## src/sv/elevator_direction_controller_macros.svh

```systemverilog
// ---------------------------------------------------------------------------
// elevator direction controller assertion macros
// concurrent assertion wrappers, empty when synthesized
// ---------------------------------------------------------------------------
`ifndef ELEVATOR_DIRECTION_CONTROLLER_MACROS_SVH
`define ELEVATOR_DIRECTION_CONTROLLER_MACROS_SVH

`ifndef SYNTHESIS

// property must hold at every clock out of reset
`define EDC_ASSERT(label, expr) \
   label: assert property (@(posedge clock) disable iff (reset) (expr)) \
      else $error("edc assertion failed");

// consequence must hold in the cycle after the trigger
`define EDC_ASSERT_NEXT(label, trig, expr) \
   label: assert property (@(posedge clock) disable iff (reset) (trig) |=> (expr)) \
      else $error("edc assertion failed");

`else

`define EDC_ASSERT(label, expr)
`define EDC_ASSERT_NEXT(label, trig, expr)

`endif

`endif

```

## src/sv/edc_pkg.sv

```systemverilog
// ---------------------------------------------------------------------------
// edc_pkg
// shared types, codes and helper functions of the elevator controller
// ---------------------------------------------------------------------------
`timescale 1ns / 1ps

package edc_pkg;

   // number of floors kept in the request masks
   localparam int NUM_FLOORS = 16;
   localparam int FLOOR_W    = 4;
   localparam int MAX_TOP    = (NUM_FLOORS - 1 > 15) ? 15 : NUM_FLOORS - 1;

   typedef logic [NUM_FLOORS-1:0] mask_type;
   typedef logic [FLOOR_W-1:0]    floor_type;
   typedef logic [1:0]            dir_type;
   typedef logic [1:0]            req_kind_type;

   // travel direction and hall call direction codes
   localparam dir_type DIR_IDLE = 2'b00;
   localparam dir_type DIR_UP   = 2'b01;
   localparam dir_type DIR_DOWN = 2'b11;

   // request kind codes on the input channel
   localparam req_kind_type REQ_TICK = 2'd0;
   localparam req_kind_type REQ_HALL = 2'd1;
   localparam req_kind_type REQ_CAR  = 2'd2;

   localparam floor_type TOP_FLOOR_RESET = 4'd15;

   // classified command passed from front to back
   typedef enum logic [2:0] {
      CMD_NOP,
      CMD_TICK,
      CMD_HALL_UP,
      CMD_HALL_DOWN,
      CMD_CAR
   } cmd_kind_type;

   typedef struct packed {
      cmd_kind_type kind;
      floor_type    floor;
   } cmd_type;

   typedef struct packed {
      logic full;
      logic empty;
   } fifo_status_type;

   // highest floor actually served
   function automatic floor_type eff_top(input floor_type top);
      if (top > floor_type'(MAX_TOP)) begin
         return floor_type'(MAX_TOP);
      end
      return top;
   endfunction

   // bits 0 .. n-1 set
   function automatic mask_type low_mask(input logic [FLOOR_W:0] n);
      mask_type m;
      for (int i = 0; i < NUM_FLOORS; i++) begin
         m[i] = (i < int'(n));
      end
      return m;
   endfunction

   // priority chain for the next direction
   function automatic dir_type choose_dir(input dir_type dir, input logic above,
                                          input logic below);
      if (dir == DIR_UP && above) begin
         return DIR_UP;
      end else if (dir == DIR_UP && below) begin
         return DIR_DOWN;
      end else if (dir == DIR_DOWN && below) begin
         return DIR_DOWN;
      end else if (dir == DIR_DOWN && above) begin
         return DIR_UP;
      end else if (!above && !below) begin
         return DIR_IDLE;
      end else if (dir == DIR_IDLE && above) begin
         return DIR_UP;
      end else if (dir == DIR_IDLE && below) begin
         return DIR_DOWN;
      end
      return dir;
   endfunction

endpackage

```

## src/sv/elevator_direction_controller.sv

```systemverilog
// flow: an accepted request is queued, then popped by the back end into the response register
// throughput: one request per cycle while rsp_tready holds, sustained through the two-entry
//   command queue and the response register; the back end takes one command per cycle
// reset: synchronous; clears request masks, car at floor 0, idle, door closed,
//   top floor 15 and an empty queue
// ---------------------------------------------------------------------------
// elevator_direction_controller
// single-car collective control elevator, decoupled front and back
// ---------------------------------------------------------------------------
`timescale 1ns / 1ps
`include "elevator_direction_controller_macros.svh"

module elevator_direction_controller (
   input  logic       clock,
   input  logic       reset,
   input  logic       csr_wr_en,
   input  logic [3:0] csr_wr_data,   // top_floor
   input  logic       req_tvalid,
   output logic       req_tready,
   input  logic [7:0] req_tdata,     // floor[3:0], hall_dir[5:4], zero[7:6]
   input  logic [1:0] req_tuser,     // req_type[1:0]
   output logic       rsp_tvalid,
   input  logic       rsp_tready,
   output logic [7:0] rsp_tdata      // cur_floor[3:0], direction[5:4], door_open[6], zero[7]
);

   edc_pkg::floor_type       top_floor_ff, top_floor_in;
   edc_pkg::fifo_status_type fifo_status;
   edc_pkg::cmd_type         push_cmd;
   edc_pkg::cmd_type         head_cmd;
   logic                     push;
   logic                     pop;
   edc_pkg::floor_type       rsp_floor;
   edc_pkg::dir_type         rsp_dir;
   logic                     rsp_door;

   // top floor register
   assign top_floor_in = csr_wr_en ? csr_wr_data : top_floor_ff;

   always_ff @(posedge clock) begin
      if (reset) begin
         top_floor_ff <= edc_pkg::TOP_FLOOR_RESET;
      end else begin
         top_floor_ff <= top_floor_in;
      end
   end

   edc_front u_front (
      .req_tvalid   (req_tvalid),
      .req_tready   (req_tready),
      .req_kind     (req_tuser),
      .req_floor    (req_tdata[3:0]),
      .req_hall_dir (req_tdata[5:4]),
      .top_floor    (top_floor_ff),
      .fifo_status  (fifo_status),
      .push         (push),
      .cmd          (push_cmd)
   );

   edc_cmd_fifo u_fifo (
      .clock    (clock),
      .reset    (reset),
      .push     (push),
      .push_cmd (push_cmd),
      .pop      (pop),
      .head_cmd (head_cmd),
      .status   (fifo_status)
   );

   edc_back u_back (
      .clock      (clock),
      .reset      (reset),
      .cmd_valid  (!fifo_status.empty),
      .cmd        (head_cmd),
      .pop        (pop),
      .top_floor  (top_floor_ff),
      .rsp_tvalid (rsp_tvalid),
      .rsp_tready (rsp_tready),
      .rsp_floor  (rsp_floor),
      .rsp_dir    (rsp_dir),
      .rsp_door   (rsp_door)
   );

   assign rsp_tdata = {1'b0, rsp_door, rsp_dir, rsp_floor};

   // checks
   `EDC_ASSERT(a_door_open_idle, !(rsp_tvalid && rsp_door) || rsp_dir == edc_pkg::DIR_IDLE)
   `EDC_ASSERT(a_no_pop_empty, !(pop && fifo_status.empty))
   `EDC_ASSERT(a_no_push_full, !(push && fifo_status.full))
   `EDC_ASSERT_NEXT(a_push_lands, push && !pop, !fifo_status.empty)

endmodule

```

## src/sv/edc_front.sv

```systemverilog
// ---------------------------------------------------------------------------
// edc_front
// accepts requests and classifies them into commands for the queue
// ---------------------------------------------------------------------------
`timescale 1ns / 1ps

module edc_front (
   input  logic                     req_tvalid,
   output logic                     req_tready,
   input  edc_pkg::req_kind_type    req_kind,
   input  edc_pkg::floor_type       req_floor,
   input  edc_pkg::dir_type         req_hall_dir,
   input  edc_pkg::floor_type       top_floor,
   input  edc_pkg::fifo_status_type fifo_status,
   output logic                     push,
   output edc_pkg::cmd_type         cmd
);

   logic valid_floor;

   // handshake into the queue
   assign req_tready = !fifo_status.full;
   assign push       = req_tvalid && req_tready;

   assign valid_floor = (req_floor <= edc_pkg::eff_top(top_floor));

   // classify the request
   always_comb begin
      cmd.floor = req_floor;
      unique case (req_kind)
         edc_pkg::REQ_TICK: begin
            cmd.kind = edc_pkg::CMD_TICK;
         end
         edc_pkg::REQ_HALL: begin
            if (valid_floor && req_hall_dir == edc_pkg::DIR_UP) begin
               cmd.kind = edc_pkg::CMD_HALL_UP;
            end else if (valid_floor && req_hall_dir == edc_pkg::DIR_DOWN) begin
               cmd.kind = edc_pkg::CMD_HALL_DOWN;
            end else begin
               cmd.kind = edc_pkg::CMD_NOP;
            end
         end
         edc_pkg::REQ_CAR: begin
            cmd.kind = valid_floor ? edc_pkg::CMD_CAR : edc_pkg::CMD_NOP;
         end
         default: begin
            cmd.kind = edc_pkg::CMD_NOP;
         end
      endcase
   end

endmodule

```

## src/sv/edc_cmd_fifo.sv

```systemverilog
// ---------------------------------------------------------------------------
// edc_cmd_fifo
// two-entry command queue between front and back
// ---------------------------------------------------------------------------
`timescale 1ns / 1ps

module edc_cmd_fifo (
   input  logic                     clock,
   input  logic                     reset,
   input  logic                     push,
   input  edc_pkg::cmd_type         push_cmd,
   input  logic                     pop,
   output edc_pkg::cmd_type         head_cmd,
   output edc_pkg::fifo_status_type status
);

   edc_pkg::cmd_type entry_ff [2];
   logic             wr_ptr_ff, wr_ptr_in;
   logic             rd_ptr_ff, rd_ptr_in;
   logic [1:0]       count_ff, count_in;

   assign status.full  = (count_ff == 2'd2);
   assign status.empty = (count_ff == 2'd0);
   assign head_cmd     = entry_ff[rd_ptr_ff];

   // pointer and count update
   always_comb begin
      wr_ptr_in = push ? !wr_ptr_ff : wr_ptr_ff;
      rd_ptr_in = pop ? !rd_ptr_ff : rd_ptr_ff;
      count_in  = count_ff + 2'(push) - 2'(pop);
   end

   always_ff @(posedge clock) begin
      if (reset) begin
         wr_ptr_ff <= 1'b0;
         rd_ptr_ff <= 1'b0;
         count_ff  <= 2'd0;
      end else begin
         wr_ptr_ff <= wr_ptr_in;
         rd_ptr_ff <= rd_ptr_in;
         count_ff  <= count_in;
      end
   end

   // entry storage
   always_ff @(posedge clock) begin
      if (push) begin
         entry_ff[wr_ptr_ff] <= push_cmd;
      end
   end

endmodule

```

## src/sv/edc_back.sv

```systemverilog
// ---------------------------------------------------------------------------
// edc_back
// carries out commands on the request masks and car state, drives responses
// ---------------------------------------------------------------------------
`timescale 1ns / 1ps

module edc_back (
   input  logic                  clock,
   input  logic                  reset,
   input  logic                  cmd_valid,
   input  edc_pkg::cmd_type      cmd,
   output logic                  pop,
   input  edc_pkg::floor_type    top_floor,
   output logic                  rsp_tvalid,
   input  logic                  rsp_tready,
   output edc_pkg::floor_type    rsp_floor,
   output edc_pkg::dir_type      rsp_dir,
   output logic                  rsp_door
);

   edc_pkg::mask_type  hall_up_ff, hall_up_in;
   edc_pkg::mask_type  hall_down_ff, hall_down_in;
   edc_pkg::mask_type  car_call_ff, car_call_in;
   edc_pkg::floor_type car_floor_ff, car_floor_in;
   edc_pkg::dir_type   travel_dir_ff, travel_dir_in;
   logic               door_ff, door_in;
   logic               rsp_valid_ff, rsp_valid_in;
   edc_pkg::floor_type rsp_floor_ff;
   edc_pkg::dir_type   rsp_dir_ff;
   logic               rsp_door_ff;

   edc_pkg::mask_type  all_req;
   edc_pkg::mask_type  top_win;
   edc_pkg::mask_type  call_bit;
   edc_pkg::mask_type  here;
   edc_pkg::floor_type moved_floor;
   edc_pkg::dir_type   first_dir;
   edc_pkg::dir_type   second_dir;
   logic               above1, below1, above2, below2;

   // take a command when the output register is free or draining
   assign pop = cmd_valid && (!rsp_valid_ff || rsp_tready);

   // tick: find requests, choose direction, move, choose again
   always_comb begin
      all_req  = hall_up_ff | hall_down_ff | car_call_ff;
      top_win  = edc_pkg::low_mask({1'b0, edc_pkg::eff_top(top_floor)} + 5'd1);
      call_bit = edc_pkg::mask_type'(1) << cmd.floor;

      above1 = |(all_req & top_win & ~edc_pkg::low_mask({1'b0, car_floor_ff} + 5'd1));
      below1 = |(all_req & edc_pkg::low_mask({1'b0, car_floor_ff}));
      first_dir = edc_pkg::choose_dir(travel_dir_ff, above1, below1);

      if (first_dir == edc_pkg::DIR_UP && above1) begin
         moved_floor = car_floor_ff + 4'd1;
      end else if (first_dir == edc_pkg::DIR_DOWN && below1) begin
         moved_floor = car_floor_ff - 4'd1;
      end else begin
         moved_floor = car_floor_ff;
      end

      here   = edc_pkg::mask_type'(1) << moved_floor;
      above2 = |(all_req & top_win & ~edc_pkg::low_mask({1'b0, moved_floor} + 5'd1))
               || |(hall_up_ff & here);
      below2 = |(all_req & edc_pkg::low_mask({1'b0, moved_floor}))
               || |(hall_down_ff & here);
      second_dir = edc_pkg::choose_dir(first_dir, above2, below2);
   end

   // next state per command kind
   always_comb begin
      hall_up_in    = hall_up_ff;
      hall_down_in  = hall_down_ff;
      car_call_in   = car_call_ff;
      car_floor_in  = car_floor_ff;
      travel_dir_in = travel_dir_ff;
      door_in       = door_ff;
      if (pop) begin
         unique case (cmd.kind)
            edc_pkg::CMD_TICK: begin
               car_floor_in  = moved_floor;
               travel_dir_in = second_dir;
               door_in       = 1'b0;
               // stop and clear a matching request at the new floor
               if (|(car_call_ff & here) && travel_dir_in != edc_pkg::DIR_IDLE) begin
                  travel_dir_in = edc_pkg::DIR_IDLE;
                  door_in       = 1'b1;
                  car_call_in   = car_call_ff & ~here;
               end
               if (|(hall_up_ff & here) && travel_dir_in == edc_pkg::DIR_UP) begin
                  travel_dir_in = edc_pkg::DIR_IDLE;
                  door_in       = 1'b1;
                  hall_up_in    = hall_up_ff & ~here;
               end
               if (|(hall_down_ff & here) && travel_dir_in == edc_pkg::DIR_DOWN) begin
                  travel_dir_in = edc_pkg::DIR_IDLE;
                  door_in       = 1'b1;
                  hall_down_in  = hall_down_ff & ~here;
               end
            end
            edc_pkg::CMD_HALL_UP: begin
               hall_up_in = hall_up_ff | call_bit;
            end
            edc_pkg::CMD_HALL_DOWN: begin
               hall_down_in = hall_down_ff | call_bit;
            end
            edc_pkg::CMD_CAR: begin
               car_call_in = car_call_ff | call_bit;
            end
            default: begin
            end
         endcase
      end
   end

   // output register valid
   always_comb begin
      if (pop) begin
         rsp_valid_in = 1'b1;
      end else if (rsp_tready) begin
         rsp_valid_in = 1'b0;
      end else begin
         rsp_valid_in = rsp_valid_ff;
      end
   end

   always_ff @(posedge clock) begin
      if (reset) begin
         hall_up_ff    <= '0;
         hall_down_ff  <= '0;
         car_call_ff   <= '0;
         car_floor_ff  <= '0;
         travel_dir_ff <= edc_pkg::DIR_IDLE;
         door_ff       <= 1'b0;
         rsp_valid_ff  <= 1'b0;
      end else begin
         hall_up_ff    <= hall_up_in;
         hall_down_ff  <= hall_down_in;
         car_call_ff   <= car_call_in;
         car_floor_ff  <= car_floor_in;
         travel_dir_ff <= travel_dir_in;
         door_ff       <= door_in;
         rsp_valid_ff  <= rsp_valid_in;
      end
   end

   // response payload
   always_ff @(posedge clock) begin
      if (pop) begin
         rsp_floor_ff <= car_floor_in;
         rsp_dir_ff   <= travel_dir_in;
         rsp_door_ff  <= door_in;
      end
   end

   assign rsp_tvalid = rsp_valid_ff;
   assign rsp_floor  = rsp_floor_ff;
   assign rsp_dir    = rsp_dir_ff;
   assign rsp_door   = rsp_door_ff;

endmodule

```

## config.mk

```make
export PLATFORM = sky130hd
export DESIGN_NAME = elevator_direction_controller
export DESIGN_NICKNAME = d
export VERILOG_FILES = /design/src/sv/edc_pkg.sv /design/src/sv/elevator_direction_controller.sv /design/src/sv/edc_front.sv /design/src/sv/edc_cmd_fifo.sv /design/src/sv/edc_back.sv
export VERILOG_INCLUDE_DIRS = /design/src /design/src/sv
export SDC_FILE = /design/constraint.sdc
export NUM_CORES = 1
export LEC_CHECK = 0
export BUFFER_PORTS_ARGS = -buffer_cell sky130_fd_sc_hd__buf_4
export CELL_PAD_IN_SITES_DETAIL_PLACEMENT = 1
export CELL_PAD_IN_SITES_GLOBAL_PLACEMENT = 2
export CORE_MARGIN = 1.5
export CORE_UTILIZATION = 30
export DETAILED_ROUTE_END_ITERATION = 10
export PLACE_DENSITY = 0.65
export REMOVE_ABC_BUFFERS = 1
export SLEW_MARGIN = 20
export SYNTH_ARGS = -nofsm -noshare
export SYNTH_HDL_FRONTEND = slang
export SYNTH_SLANG_ARGS = --single-unit
export TNS_END_PERCENT = 50
```

## constraint.sdc

```tcl
create_clock -name clock -period 5.2 [get_ports clock]
set_input_delay 1.04 -clock clock [delete_from_list [all_inputs] [get_ports clock]]
set_output_delay 1.04 -clock clock [all_outputs]
set_load 0.05 [all_outputs]
```

Yosys cells after proc, flatten, opt, wreduce, memory -nomap -nowiden
Memory sizes are Yosys's and may differ from the RTL's. A register that Yosys moved wholly into a read port is not among the register bits.
Index checks and enable logic that the tools add are counted.
- input bits: 19
- RAM bits: 14
- register bits: 71
- output and inout bits: 10
- logic and storage cells: 262
- memories kept: 1
- memories (name ; words ; bits a word ; rd ports ; clocked after memory_dff ; write ports ; RTL line ; text):
    u_fifo.entry_ff ; 2 ; 7 ; 1 ; 1 ; 1 ; edc_cmd_fifo.sv:17 ; edc_pkg::cmd_type entry_ff [2];
- reductions and logical operators: 54
- eq/ne operators: 18
- shifts and indexed selects: 2
- add/subtract/negate cells: 7
- bitwise gates (word level): 19
- order comparisons: 80
- multiplexer cells: 67
- operator list (operator ; number):
    $and A16 B16 Y16 ; 9
    $lt A4 B5 Y1 const A ; 24
    $reduce_or A16 Y1 ; 7
    $pmux W16 S2 ; 3
    $or A16 B16 Y16 ; 5
    $lt A3 B5 Y1 const A ; 12
    $lt A4 B4 Y1 const A ; 14
    $mux W2 ; 26
    $mux W16 ; 3
    $not A16 Y16 ; 3
    $and A16 B15 Y16 ; 2
    $lt A3 B4 Y1 const A ; 8
    $shl A1 B4 Y16 const A ; 2
    $lt A1 B5 Y1 const A ; 6
    $lt A2 B5 Y1 const A ; 6
    $mux W1 ; 26
    $mux W4 ; 6
    $logic_and A1 B1 Y1 ; 23
    $lt A1 B4 Y1 const A ; 4
    $lt A2 B4 Y1 const A ; 4
    $add A4 B1 Y5 const B ; 3
    $eq A2 B2 Y1 const B ; 6
    $eq A2 B1 Y1 const B ; 5
    $reduce_bool A2 Y1 ; 5
    16 further kinds ; 35

Logic depth before layout (Yosys ltp)
Gate-level depths: netlist (run 1).
- word-level depth: 49
- gate-level depth with buffers: 28
- gate-level depth less buffers: 22

Cells and area by module
From an unflattened synthesis (run 1), not the netlist that was laid out.
- cell total of the unflattened synthesis: 758
- area total of the unflattened synthesis: 6346.1 um^2
- modules (own cells, without submodules) (module ; area an instance (um^2) ; sequential area each (um^2) ; cells an instance ; instances):
    edc_back ; 5252.5 ; 1331.3 ; 668 ; 1
    edc_cmd_fifo ; 720.7 ; 520.5 ; 43 ; 1
    edc_front ; 210.2 ; 0.0 ; 31 ; 1
    elevator_direction_controller ; 162.7 ; 80.1 ; 16 ; 1

Least setup slack after synthesis (run 1)
No wires, ideal clock.
- path kind: flip-flop to flip-flop
- start point: register u_back.car_floor_ff[0]
- end point: register u_back.hall_down_ff[13]
- setup time: 132 ps
- setup slack: -562 ps
- data required time: 5068 ps
- stages on the path, launching flop included: 28
- arrival time: 5630 ps
- cells stage by stage: dfxtp_1 buf_2 inv_1 ha_1 clkbuf_1 buf_2 nand2_1 a21oi_1 a211oi_1 a2111oi_2 o2111a_2 nand4b_4 o211a_1 or3_1 ha_1 ha_1 nand2_1 a211oi_1 nand2_1 a221oi_1 a31oi_1 a21oi_1 o211ai_1 and2_1 buf_2 buf_2 o41ai_1 a21oi_1
- cells in the longest elaborated chain, start to end: 45
- elaborated cells on any way between the ends: 156
- ends and longest elaborated chain (item ; RTL line ; text):
    from (decl) ; edc_back.sv:24 ; edc_pkg::floor_type car_floor_ff, car_floor_in;
    from (signal assigned) ; edc_back.sv:140 ; car_floor_ff <= car_floor_in;
    $add A4 B1 Y5 ; edc_back.sv:50 ; above1 = |(all_req & top_win & ~edc_pkg::low_mask({1'b0, car_floor_ff} + 5'd1));
    $lt A1 B5 Y1, or another cell as far along ; edc_pkg.sv:62 ; m[i] = (i < int'(n));
    $not A16 Y16 ; edc_back.sv:50 ;
    $and A16 B16 Y16 ; edc_back.sv:50 ;
    $reduce_or A16 Y1 ; edc_back.sv:50 ;
    $logic_and A1 B1 Y1 or $logic_not A1 Y1 (tied branches) ; edc_pkg.sv:80, edc_pkg.sv:78 ;
    $mux W2, or another cell as far along ; edc_pkg.sv:80 ; end else if (dir == DIR_IDLE && above) begin
    $mux W2 or $mux W1 (tied branches) ; edc_pkg.sv:78 ; end else if (!above && !below) begin
    (+29 left out) ; - ;
    $logic_and A1 B1 Y1 ; edc_back.sv:90 ; if (|(hall_up_ff & here) && travel_dir_in == edc_pkg::DIR_UP) begin
    $mux W2 ; edc_back.sv:90 ;
    $mux W2 ; edc_back.sv:79 ; unique case (cmd.kind)
    $mux W2 ; edc_back.sv:78 ; if (pop) begin
    $eq A2 B2 Y1 ; edc_back.sv:95 ; if (|(hall_down_ff & here) && travel_dir_in == edc_pkg::DIR_DOWN) begin
    $logic_and A1 B1 Y1 ; edc_back.sv:95 ;
    $ne A2 B1 Y1 (no source line) ; - ;
    $reduce_and A3 Y1 (no source line) ; - ;
    to (signal assigned) ; edc_back.sv:138 ; hall_down_ff <= hall_down_in;
    to (decl) ; edc_back.sv:22 ; edc_pkg::mask_type hall_down_ff, hall_down_in;
Several ways; a longest one is shown, not always the timed one. The select of a mux whose other input is x is not followed.
A chain may end at the register's enable or synchronous reset.

Worst setup path in the final report (run 1)
- start point: register top_floor_ff[1]
- end point: register u_back.hall_down_ff[10]
- cells in the longest elaborated chain, start to end: 48
- elaborated cells on any way between the ends: 135
- ends and longest elaborated chain (item ; RTL line ; text):
    from (decl) ; elevator_direction_controller.sv:27 ; edc_pkg::floor_type top_floor_ff, top_floor_in;
    from (signal assigned) ; elevator_direction_controller.sv:42 ; top_floor_ff <= edc_pkg::TOP_FLOOR_RESET;
    from (signal assigned) ; elevator_direction_controller.sv:44 ; top_floor_ff <= top_floor_in;
    $gt A4 B4 Y1 ; edc_pkg.sv:52 ; if (top > floor_type'(MAX_TOP)) begin
    $mux W1 ; edc_pkg.sv:52 ;
    $mux W4 (*) ; edc_pkg.sv:55 ; return top;
    $add A4 B1 Y5 (*) ; edc_back.sv:47 ; top_win = edc_pkg::low_mask({1'b0, edc_pkg::eff_top(top_floor)} + 5'd1);
    $lt A1 B5 Y1, or another cell as far along ; edc_pkg.sv:62 ;
    $and A16 B16 Y16 (*) ; edc_back.sv:50, edc_back.sv:63 ;
    $and A16 B16 Y16 ; edc_back.sv:50 ;
    $reduce_or A16 Y1 ; edc_back.sv:50 ;
    (+32 left out) ; - ;
    $logic_and A1 B1 Y1 ; edc_back.sv:90 ;
    $mux W2 ; edc_back.sv:90 ;
    $mux W2 ; edc_back.sv:79 ;
    $mux W2 ; edc_back.sv:78 ;
    $eq A2 B2 Y1 ; edc_back.sv:95 ;
    $logic_and A1 B1 Y1 ; edc_back.sv:95 ;
    $ne A2 B1 Y1 (no source line) ; - ;
    $reduce_and A3 Y1 (no source line) ; - ;
Every way passes the cells marked *; elsewhere a longest branch is shown, timed or not. The select of a mux whose other input is x is not followed.

==> run_results.csv, run 1 <==
group,metric,value,unit
sta,slew_headroom,0.208,
run,cap_viol_max_count,0,
synth,seq_area_frac_synth,0.308,
critical_path,critPathMostFrequentCell,"ha_4",
sta,final.setup_skew,8.02,ps
layout,antennaDiodeCount,0,
sta,finalSetupViolCount,52,
hold_path,hold_path_depth,2,
detailed_routing,num_vias,7253,
synth,netlist_instances,766,
floorplan,num_rows,52,
critical_path,r2r-start,"top_floor_ff[1]$_SDFFE_PP1P_",
floorplan,initial_core_util,0.308,
floorplan,die_h,148,microns
sta,hold_viol,0,
grt,grt_max_degree,59,
clock_tree,insertion_delay,350,ps
grt,grt_usage,0.267,
critical_path,crit_path_end_kind,"register",
sta,worstMarginPinSlew,1180,ps
grt,antenna_found_initial,0,
detailed_routing,drt_iter0_drc,527,
synth,ys.flop_type,"dfxtp_1",
critical_path,r2r_cells,23,
critical_path,crit_slowest_cell,"or3_4",
detailed_routing,drt_first_pass_iters,6,
layout,fin_area,9600,sq um
critical_path,crit_arrival,5550,ps
placed_design,routabilityCongestion,0.897,
sta,min_period_over_period,1.03,
clock_tree,numCtsBuffers,9,
floorplan,dieArea,21800,sq um
clock_tree,clock_sinks,86,
layout,fillCellCount,2351,
hold_path,hold_class,"register to register",
detailed_routing,drc,0,
synth,ys_ff_latch,86,
grt,grt_pass1_vias,7604,
power,powerDensity,281,nW/um^2
floorplan,io_pins,29,
synth,synth_edf_count,21,
layout,fin_util,0.471,
clock_tree,tritoncts,"yes",
floorplan,die_x,148,microns
clock_tree,ctsLongestPathBuffers,2,
synth,syn_avg_cell_area,8.20,sq um
critical_path,slowest_delay,370,ps
critical_path,worstPathRequired,5400,ps
placed_design,dp.cells,1220,
hold_path,hp-start,"u_fifo.rd_ptr_ff$_SDFFE_PP0P_",
critical_path,cp_max_fo,8,
layout,layout-drive-gt1-share,0.436,
clock_tree,cts-root-buf,"clkbuf_16",
layout,syn_to_final_growth,52.8,%
synth,async_reset_ff_frac,0,
critical_path,crit_type,"register to register",
power,peakVddDrop,253,uV
critical_path,reg2reg_to,"u_back.hall_down_ff[10]$_SDFFE_PP0P_",
grt,grt_pass1_wl,44.3,mm
critical_path,ff2ff_setup_slack,-150,ps
synth,yosysWarnings,0,
placed_design,place_area,8230,sq um
synth,synth_top_area_cell,"dfxtp_1",
synth,synth_cell_types,97,
layout,mostFrequentLayoutCells,"buf_4 (249), nand2_1 (69), a21oi_1 (65), dfxtp_1 (61), nor2_1 (36)",
layout,layout_commonest_cell,"buf_4",
floorplan,coreArea,20400,sq um
layout,nets,1027,
clock_tree,cts_htree_levels,3,
layout,fin_cells,1266,
detailed_routing,viasPerCell,5.73,
sta,period_needed,5350,ps
grt,gr-total-overflow,0,
detailed_routing,wl,29.5,mm
critical_path,path_cells,"ha_4 -> nand3b_1 -> buf_6 -> o21ai_2 -> buf_4 -> a2111oi_2 -> a2111oi_4 -> o2111a_2 -> a311oi_2 -> a221o_1 -> or3_4 -> buf_6 -> ha_4 -> ha_4 -> a22o_1 -> a311oi_2 -> o221ai_1 -> a22oi_2 -> o211ai_1 -> and2_4 -> clkbuf_16 -> o41ai_2 -> a21oi_1",
clock_tree,clk_pin_slew,70,ps
placed_design,dp_hpwl,21.5,mm
sta,maxSlewViolCount,0,
hold_path,min_to,"u_fifo.rd_ptr_ff$_SDFFE_PP0P_",
sta,setup_ws,-146,ps
clock_tree,hold_buffers,0,
power,power_leakage,3.74,nW
detailed_routing,ant_nets,0,
sta,rsz0062_at_grt,"yes",
detailed_routing,wl_per_cell,23.3,microns
sta,max_freq,0.187,GHz
synth,synthesis.area,6280,sq um
status,violations,"setup timing",
critical_path,start_kind,"register",
synth,synthTopCellsByArea,"dfxtp_1 (21%), edfxtp_1 (10%), a21oi_1 (5.9%), nand2_1 (4.2%), ha_1 (3.4%)",
status,status,"finished with violations",
synth,synth.top_cell.area_share,0.207,
placed_design,port_buffers,25,
## flip-flops by register name, summed over array words and instances (netlist names), named ones only
name / cells
u_fifo.rd_ptr_ff: 1
u_back.rsp_tvalid: 1
u_fifo.count_ff: 2
u_fifo.entry_ff: 14
u_back.car_call_ff: 16
u_back.car_floor_ff: 4
u_fifo.wr_ptr_ff: 1
u_back.hall_down_ff: 16
u_back.hall_up_ff: 16
top_floor_ff: 4
u_back.door_ff: 1
u_back.rsp_floor: 4
u_back.rsp_dir: 2
u_back.travel_dir_ff: 2
u_back.rsp_door: 1
## per-stage QoR
| stage | power, mW | worst slack [ps] | setup TNS, ps | hold slack [ps] |
|---|---|---|---|---|
| 2_1_floorplan | 1.33 | -568 | -24360 | 445 |
| 3_3_place_gp | 1.81 | -495 | -22070 | 481 |
| 3_5_place_dp | 1.84 | -634 | -30550 | 490 |
| 4_1_cts | 2.60 | -73.2 | -1130 | 508 |
| 5_1_grt | 2.82 | -302 | -13640 | 534 |
| 6_report | 2.70 | -146 | -4600 | 501 |
## repair_timing
| item | in CTS | in global routing |
|---|---|---|
| setup endpoints to repair | 54 | 54 |
| endpoints found under the hold margin | 0 | 0 |
| setup buffers | 19 | 13 |
| cloned | 1 | 1 |
| resized for setup | 105 | 60 |
| pin swaps | 37 | 33 |
## cell usage after synthesis (4+ instances only)
cell type	instances
a211oi_1	28
a211oi_2	10
a21oi_1	74
a221oi_1	10
a311oi_1	5
a31oi_1	16
and2_1	26
and3_1	8
buf_1	4
buf_2	23
buf_4	4
buf_6	4
clkbuf_1	22
dfxtp_1	65
edfxtp_1	21
ha_1	17
inv_1	28
mux2_2	5
mux2i_1	7
nand2_1	71
nand2b_1	14
nand3_1	19
nor2_1	39
nor2b_1	10
nor3_1	33
o2111ai_1	4
o211ai_1	8
o21ai_0	28
o21ai_1	4
o22ai_1	4
o31ai_1	14
o32ai_1	11
o41ai_1	4
or2_2	4
or3_1	11
xor2_1	5
## worst max path at each step
stage                                       from                                   end  slack (ps)
2_1_floorplan  u_back.car_floor_ff[0]$_SDFF_PP0_    u_back.hall_up_ff[10]$_SDFFE_PP0P_        -570
3_5_place_dp        top_floor_ff[0]$_SDFFE_PP1P_  u_back.hall_down_ff[11]$_SDFFE_PP0P_        -630
5_1_grt             top_floor_ff[1]$_SDFFE_PP1P_     u_back.hall_up_ff[4]$_SDFFE_PP0P_        -300
6_report            top_floor_ff[1]$_SDFFE_PP1P_  u_back.hall_down_ff[10]$_SDFFE_PP0P_        -150
4_1_cts        u_back.car_floor_ff[0]$_SDFF_PP0_     u_back.hall_up_ff[8]$_SDFFE_PP0P_         -70
3_3_place_gp        top_floor_ff[0]$_SDFFE_PP1P_           u_back.rsp_dir[0]$_DFFE_PP_        -500
## kinds of logic after synthesis
| kind of cell | share of synthesized area |
|---|---|
| mux | 0.0297 |
| flops | 0.308 |
| buf+inv | 0.0650 |
| other cells | 0.000597 |
| simple gates | 0.227 |
| compound gates | 0.325 |
| xor+xnor | 0.0112 |
| fa+ha+maj | 0.0339 |
## per-layer routing
layer  share of wire  vias up  GRT usage
met4           0.029        0     0.0895
met2            0.47      210      0.436
li1                -     3355          -
met5               0        -          0
met1            0.46     3635      0.359
met3           0.046       53     0.0395
## final cells by class
cell class                      count  area, sq um  area share
Clock inverter                      6         51.3     0.00535
Timing Repair Buffer              271         2170       0.227
Sequential cell                    86         1940       0.203
Tap cell                          270          338      0.0352
Inverter                           32          125      0.0130
Multi-Input combinational cell    591         4710       0.491
Clock buffer                       10          250      0.0261
## worst max-delay path, delay by kind of cell, from the launching register on
| family | cells | cell delay, ps |
|---|---|---|
| simple gates | 3 | 830 |
| compound gates | 13 | 2800 |
| buf+inv | 4 | 620 |
| fa+ha+maj | 3 | 570 |
| flops | 1 | 360 |
## report_power, final
group / leakage (nW) / total [mW] / internal (mW) / switching (mW)
sequential: 0.729 / 0.816 / 0.760 / 0.0559
combinational: 2.87 / 1.20 / 0.489 / 0.715
clock: 0.144 / 0.677 / 0.361 / 0.317
total: 3.74 / 2.70 / 1.61 / 1.09
Power figures use the tool's default switching activity.
==> run 2: changes to the inputs <==
--- a/config.mk
+++ b/config.mk
@@ -10,9 +10,9 @@
 export CELL_PAD_IN_SITES_DETAIL_PLACEMENT = 1
 export CELL_PAD_IN_SITES_GLOBAL_PLACEMENT = 2
 export CORE_MARGIN = 1.5
-export CORE_UTILIZATION = 30
+export CORE_UTILIZATION = 35
 export DETAILED_ROUTE_END_ITERATION = 10
-export PLACE_DENSITY = 0.65
+export PLACE_DENSITY = 0.75
 export REMOVE_ABC_BUFFERS = 1
 export SLEW_MARGIN = 20
 export SYNTH_ARGS = -nofsm -noshare
==> run 2 against run 1 <==
  * The flow still finishes with violations (setup timing)
  * Critical path type unchanged
  * Non-clock buffer count fell by 12
  * Via count rose by 1.3%
  * Routed wire length fell by 1.9%
==> run_results.csv, run 2 (synthesis results as in run 1) <==
group,metric,value,unit
critical_path,slowest_delay,420,ps
detailed_routing,num_vias,7350,
floorplan,io_pins,29,
sta,final.setup_skew,9.03,ps
power,powerDensity,280,nW/um^2
clock_tree,ctsLongestPathBuffers,2,
grt,grt_pass1_wl,43.0,mm
layout,layout-drive-gt1-share,0.440,
layout,nets,1015,
run,cap_viol_max_count,0,
layout,antennaDiodeCount,0,
critical_path,crit_type,"register to register",
grt,grt_pass1_vias,7542,
sta,period_needed,5350,ps
sta,rsz0062_at_grt,"yes",
critical_path,startpoint,"u_back.car_floor_ff[1]$_SDFF_PP0_",
sta,setup_ws,-148,ps
critical_path,worstPathRequired,5300,ps
hold_path,hold_class,"register to register",
floorplan,die_x,137,microns
critical_path,path_delay_family,"compound AO/OA/AOI/OAI gates",
grt,grt_usage,0.305,
grt,use_met3,0.0433,
layout,layout_commonest_cell,"buf_4",
layout,fillCellCount,2026,
placed_design,routabilityCongestion,0.915,
clock_tree,tritoncts,"yes",
detailed_routing,viasPerCell,6.08,
grt,use_met2,0.514,
status,status,"finished with violations",
power,power_leakage,3.71,nW
floorplan,dieArea,18800,sq um
critical_path,path_cells,"inv_4 -> ha_4 -> a21bo_4 -> buf_6 -> nand2_2 -> a21oi_2 -> o21a_1 -> a2111oi_4 -> buf_4 -> a311oi_2 -> a221o_1 -> or3_4 -> ha_4 -> ha_4 -> buf_6 -> a221oi_4 -> buf_4 -> o211ai_1 -> a22oi_2 -> o211ai_1 -> buf_4 -> buf_4 -> a221oi_4 -> nor2_2",
sta,worstMarginPinSlew,1270,ps
sta,slew_headroom,0.149,
floorplan,coreArea,17400,sq um
critical_path,cp_max_fo,5,
detailed_routing,ant_nets,0,
clock_tree,numCtsBuffers,9,
power,peakVddDrop,234,uV
sta,hold_viol,0,
layout,seq_area,1950,sq um
clock_tree,hold_buffers,0,
layout,multiInputGateArea,4800,sq um
placed_design,port_buffers,25,
power,totalPowerFinal,2.67,mW
grt,antenna_found_initial,0,
detailed_routing,drt_iter0_drc,444,
floorplan,num_rows,48,
hold_path,hp-start,"u_back.rsp_tvalid$_SDFFE_PP0P_",
clock_tree,clk_pin_slew,70,ps
clock_tree,clock_sinks,86,
grt,grt.busiest_layer,"met2",
detailed_routing,wl_per_cell,23.9,microns
critical_path,r2r-start,"u_back.car_floor_ff[1]$_SDFF_PP0_",
clock_tree,cts_htree_levels,3,
sta,hold_ws,517,ps
floorplan,die_h,137,microns
layout,mostFrequentLayoutCells,"buf_4 (230), nand2_1 (66), a21oi_1 (63), dfxtp_1 (59), nor2_1 (38)",
grt,gr-total-overflow,0,
critical_path,crit_arrival,5450,ps
grt,grt_use_met1,0.391,
detailed_routing,wl,28.9,mm
critical_path,path_buf_inv,7,
grt,grt_max_degree,59,
sta,maxSlewViolCount,0,
placed_design,dp_hpwl,20.7,mm
detailed_routing,drt_first_pass_iters,5,
layout,syn_to_final_growth,52.3,%
critical_path,crit_path_end_kind,"register",
detailed_routing,drc,0,
clock_tree,cts-root-buf,"clkbuf_16",
floorplan,initial_core_util,0.361,
sta,finalSetupViolCount,49,
sta,max_freq,0.187,GHz
sta,min_period_over_period,1.03,
critical_path,crit_slowest_cell,"dfxtp_4",
layout,reg_top3,"u_back.car_call_ff (16), u_back.hall_down_ff (16), u_back.hall_up_ff (16)",
clock_tree,insertion_delay,350,ps
status,violations,"setup timing",
critical_path,start_kind,"register",
critical_path,critPathMostFrequentCell,"buf_4",
run 2: changes by cell type in the layout (fill, tap and decap cells not counted), moves of 4 or more:
| cell | previous run | this run |
|---|---|---|
| a211oi_1 | 23 | 16 |
| a211oi_2 | 15 | 21 |
| a221oi_2 | 1 | 5 |
| buf_4 | 249 | 230 |
| nor3_2 | 12 | 6 |
| o31ai_1 | 9 | 3 |
run 2: worst min-delay path: cells and delay by family (launching register included):
family	cells	cell delay, ps
DFF	1	320
and+or+nand+nor	1	90
AOI/OAI and AO/OA	1	70
run 2: worst paths after layout:
check	end	slack (ps)	cells after the start
worst max-delay path	u_back.rsp_dir[1]$_DFFE_PP_	-150	24
worst max register to register	u_back.rsp_dir[1]$_DFFE_PP_	-150	24
worst min-delay path	u_back.rsp_tvalid$_SDFFE_PP0P_	520	2
worst min register to register	u_back.rsp_tvalid$_SDFFE_PP0P_	520	2
run 2: layout make-up:
cell class	count	area share
clock inverter	7	0.00602
clock buffer	9	0.0235
tap	225	0.0294
sequential	86	0.204
timing repair buffer	259	0.223
inverter	32	0.0131
multi-input combinational	591	0.502
run 2: metal layers:
| layer | wire (microns) | share of wire | up-vias |
|---|---|---|---|
| li1 | - | - | 3340 |
| met1 | 12500 | 0.43 | 3711 |
| met2 | 14100 | 0.49 | 232 |
| met3 | 1270 | 0.044 | 67 |
| met4 | 1040 | 0.036 | 0 |
| met5 | 0 | 0 | - |
run 2: metrics by stage:
| stage | instance area [sq um] | worst slack [ps] | setup TNS, ps | instances | utilization |
|---|---|---|---|---|---|
| after global routing | 9570 | -269 | -10360 | 1209 | 0.549 |
| after global placement | 8080 | -466 | -19130 | 1165 | 0.464 |
| after floorplan | 5990 | -568 | -24360 | 709 | - |
| final | 9570 | -148 | -3940 | 1209 | 0.549 |
| after detailed placement | 8090 | -788 | -36060 | 1165 | 0.465 |
| after CTS | 9040 | -54.5 | -251 | 1199 | 0.519 |
run 2: repair_timing:
| item | 4_1_cts | 5_1_grt |
|---|---|---|
| pin swaps | 44 | 44 |
| buffers inserted | 18 | 11 |
| resized for setup | 112 | 84 |
| endpoints found under the setup margin | 54 | 54 |
| cloned | 2 | 0 |
run 2: power breakdown:
part	switching [mW]	internal (mW)
Combinational	0.734	0.500
Sequential	0.0595	0.761
Clock	0.290	0.330
==> run 3: changes to the inputs <==
--- a/config.mk
+++ b/config.mk
@@ -12,8 +12,10 @@
 export CORE_MARGIN = 1.5
 export CORE_UTILIZATION = 35
 export DETAILED_ROUTE_END_ITERATION = 10
+export HOLD_SLACK_MARGIN = 0.03
 export PLACE_DENSITY = 0.75
 export REMOVE_ABC_BUFFERS = 1
+export SETUP_SLACK_MARGIN = 0.2
 export SLEW_MARGIN = 20
 export SYNTH_ARGS = -nofsm -noshare
 export SYNTH_HDL_FRONTEND = slang
==> constraint.sdc (replaced) <==
create_clock -name clock -period 5.2 [get_ports clock]
set_input_delay 1.04 -clock clock [delete_from_list [all_inputs] [get_ports clock]]
set_output_delay 1.04 -clock clock [all_outputs]
set_load 0.1 [all_outputs]
==> run 3 against run 2 <==
  * The flow still finishes with violations (setup timing)
  * Final cell count barely moved
  * Die area did not move
  * Critical path depth fell by 1
  * Core utilization barely moved
  * Routed wire length rose by 0.47%
  * Combinational power rose by 7%
  * Design area barely moved
  * Non-clock buffer count rose by 1
  * Largest cell class unchanged
  * Largest power group unchanged
==> run_results.csv, run 3 (synthesis results as in run 1) <==
group,metric,value,unit
status,status,"finished with violations",
status,violations,"setup timing",
detailed_routing,num_vias,7370,
sta,period_needed,5320,ps
floorplan,dieArea,18800,sq um
floorplan,die_x,137,microns
critical_path,crit_slowest_cell,"or3_4",
grt,grt.busiest_layer,"met2",
layout,multiInputGateArea,4790,sq um
clock_tree,clock_sinks,86,
power,seqPwrFrac,0.297,
clock_tree,hold_buffers,0,
layout,reg_top3,"u_back.car_call_ff (16), u_back.hall_down_ff (16), u_back.hall_up_ff (16)",
critical_path,slowest_delay,430,ps
power,power_leakage,3.72,nW
clock_tree,tritoncts,"yes",
floorplan,coreArea,17400,sq um
detailed_routing,drt_first_pass_iters,5,
critical_path,crit_arrival,5590,ps
placed_design,routabilityCongestion,0.915,
layout,syn_to_final_growth,52.5,%
critical_path,startpoint,"u_back.car_floor_ff[1]$_SDFF_PP0_",
grt,antenna_found_initial,0,
sta,maxSlewViolCount,0,
power,p_int,1.58,mW
sta,tns,-2020,ps
hold_path,min_to,"u_back.rsp_tvalid$_SDFFE_PP0P_",
critical_path,r2r-start,"u_back.car_floor_ff[1]$_SDFF_PP0_",
layout,seq_area,1950,sq um
critical_path,path_cells,"inv_4 -> ha_4 -> a21bo_4 -> a31oi_4 -> nand2_1 -> nor4bb_4 -> buf_4 -> a2111oi_4 -> buf_4 -> nand4b_4 -> o211a_1 -> or3_4 -> buf_6 -> ha_4 -> a222oi_1 -> mux2_4 -> nand2_2 -> a221o_1 -> or3_4 -> o21ai_4 -> nor2_4 -> buf_12 -> a211oi_4",
layout,mostFrequentLayoutCells,"buf_4 (231), nand2_1 (67), a21oi_1 (66), dfxtp_1 (59), nor2_1 (38)",
power,switching_share,0.429,
hold_path,hold_path_depth,2,
run,cap_viol_max_count,0,
floorplan,num_rows,48,
sta,final.setup_skew,8.07,ps
sta,setup_ws,-119,ps
sta,finalSetupViolCount,38,
critical_path,crit_type,"register to register",
layout,fin_area,9570,sq um
power,peakVddDrop,265,uV
layout,fillCellCount,2006,
grt,grt_max_degree,59,
detailed_routing,wl,29.1,mm
grt,gr-total-overflow,0,
placed_design,port_buffers,25,
clock_tree,cts-root-buf,"clkbuf_16",
clock_tree,numCtsBuffers,9,
sta,hold_ws,518,ps
power,power_switching,1.18,mW
hold_path,hp-start,"u_back.rsp_tvalid$_SDFFE_PP0P_",
grt,grt_use_met1,0.402,
grt,grt_pass1_vias,7595,
placed_design,place_area,8090,sq um
grt,use_met3,0.0389,
clock_tree,cts_htree_levels,3,
sta,slew_headroom,0.137,
floorplan,io_pins,29,
placed_design,dp_hpwl,20.7,mm
placed_design,dp.cells,1165,
placed_design,pre_cts_ws,-788,ps
critical_path,r2r_cells,23,
detailed_routing,drc,0,
clock_tree,ctsLongestPathBuffers,2,
grt,grt_pass1_wl,43.8,mm
power,totalPowerFinal,2.76,mW
critical_path,start_kind,"register",
floorplan,initial_core_util,0.361,
grt,grt_usage,0.311,
power,pwr-share-clk,0.225,
layout,layout-drive-gt1-share,0.436,
critical_path,path_buf_inv,5,
clock_tree,insertion_delay,350,ps
sta,max_freq,0.188,GHz
critical_path,ff2ff_setup_slack,-120,ps
critical_path,crit_path_end_kind,"register",
grt,use_met2,0.527,
power,powerDensity,289,nW/um^2
layout,antennaDiodeCount,0,
critical_path,path_delay_family,"compound AO/OA/AOI/OAI gates",
critical_path,worstPathRequired,5470,ps
sta,hold_viol,0,
layout,layout_commonest_cell,"buf_4",
critical_path,cp_max_fo,8,
detailed_routing,wl_per_cell,24.0,microns
detailed_routing,drt_iter0_drc,437,
detailed_routing,viasPerCell,6.09,
clock_tree,clk_pin_slew,70,ps
detailed_routing,ant_nets,0,
layout,nets,1016,
critical_path,reg2reg_to,"u_back.car_call_ff[1]$_SDFFE_PP0P_",
hold_path,hold_class,"register to register",
sta,rsz0062_at_grt,"yes",
layout,fin_cells,1210,
sta,min_period_over_period,1.02,
floorplan,die_h,137,microns
layout,fin_util,0.550,
power,combPwrFrac,0.478,
sta,worstMarginPinSlew,1290,ps
==> run 3: cell count changes in the layout (fill, tap and decap cells not counted), sizes merged <==
cell,previous run,this run
buf,258,259
==> run 3: metal layers <==
metal / wire [microns] / share of wire
met3: 1380 / 0.048
met5: 0 / 0
met4: 750 / 0.026
met2: 14400 / 0.49
met1: 12600 / 0.43
==> run 3: worst max path at each step <==
stage,to,slack (ps),cells past startpoint
floorplan,u_back.hall_up_ff[10]$_SDFFE_PP0P_,-570,18
global placement,u_back.hall_down_ff[10]$_SDFFE_PP0P_,-470,22
detailed placement,u_back.hall_down_ff[10]$_SDFFE_PP0P_,-790,24
CTS,u_back.car_call_ff[1]$_SDFFE_PP0P_,-110,22
global route,u_back.rsp_dir[1]$_DFFE_PP_,-250,23
finish,u_back.car_call_ff[1]$_SDFFE_PP0P_,-120,23
==> run 3: timing repair <==
action | CTS | global route
cloned | 2 | 0
setup endpoints to repair | 54 | 54
setup buffers | 17 | 10
gates resized for setup | 126 | 70
pin swaps | 60 | 41
==> run 3: power by group through the flow <==
stage / Sequential, mW / Clock [mW] / Combinational [mW]
after floorplan: 0.987 / 0 / 0.435
after global placement: 0.828 / 0 / 1.03
after CTS: 0.822 / 0.631 / 1.20
after global routing: 0.829 / 0.656 / 1.37
after detailed placement: 0.836 / 0 / 1.06
final: 0.822 / 0.621 / 1.32
==> run 3: layout make-up <==
class                   instances  share of cell area
multi-input cells             591               0.500
repair buffers                260               0.224
flip-flops and latches         86               0.203
well taps                     225              0.0294
clock buffers                   9              0.0235
inverters                      32              0.0133
clock inverters                 7             0.00601
==> run 3: worst reg2reg max path: stages (launching register included) <==
cell and delay (ps):
dfxtp_4 410, inv_4 60, ha_4 270, a21bo_4 240
a31oi_4 160, nand2_1 110, nor4bb_4 160, buf_4 150
a2111oi_4 180, buf_4 200, nand4b_4 120, o211a_1 250
or3_4 420, buf_6 150, ha_4 170, a222oi_1 350
mux2_4 230, nand2_2 50, a221o_1 390, or3_4 430
o21ai_4 210, nor2_4 90, buf_12 180, a211oi_4 260
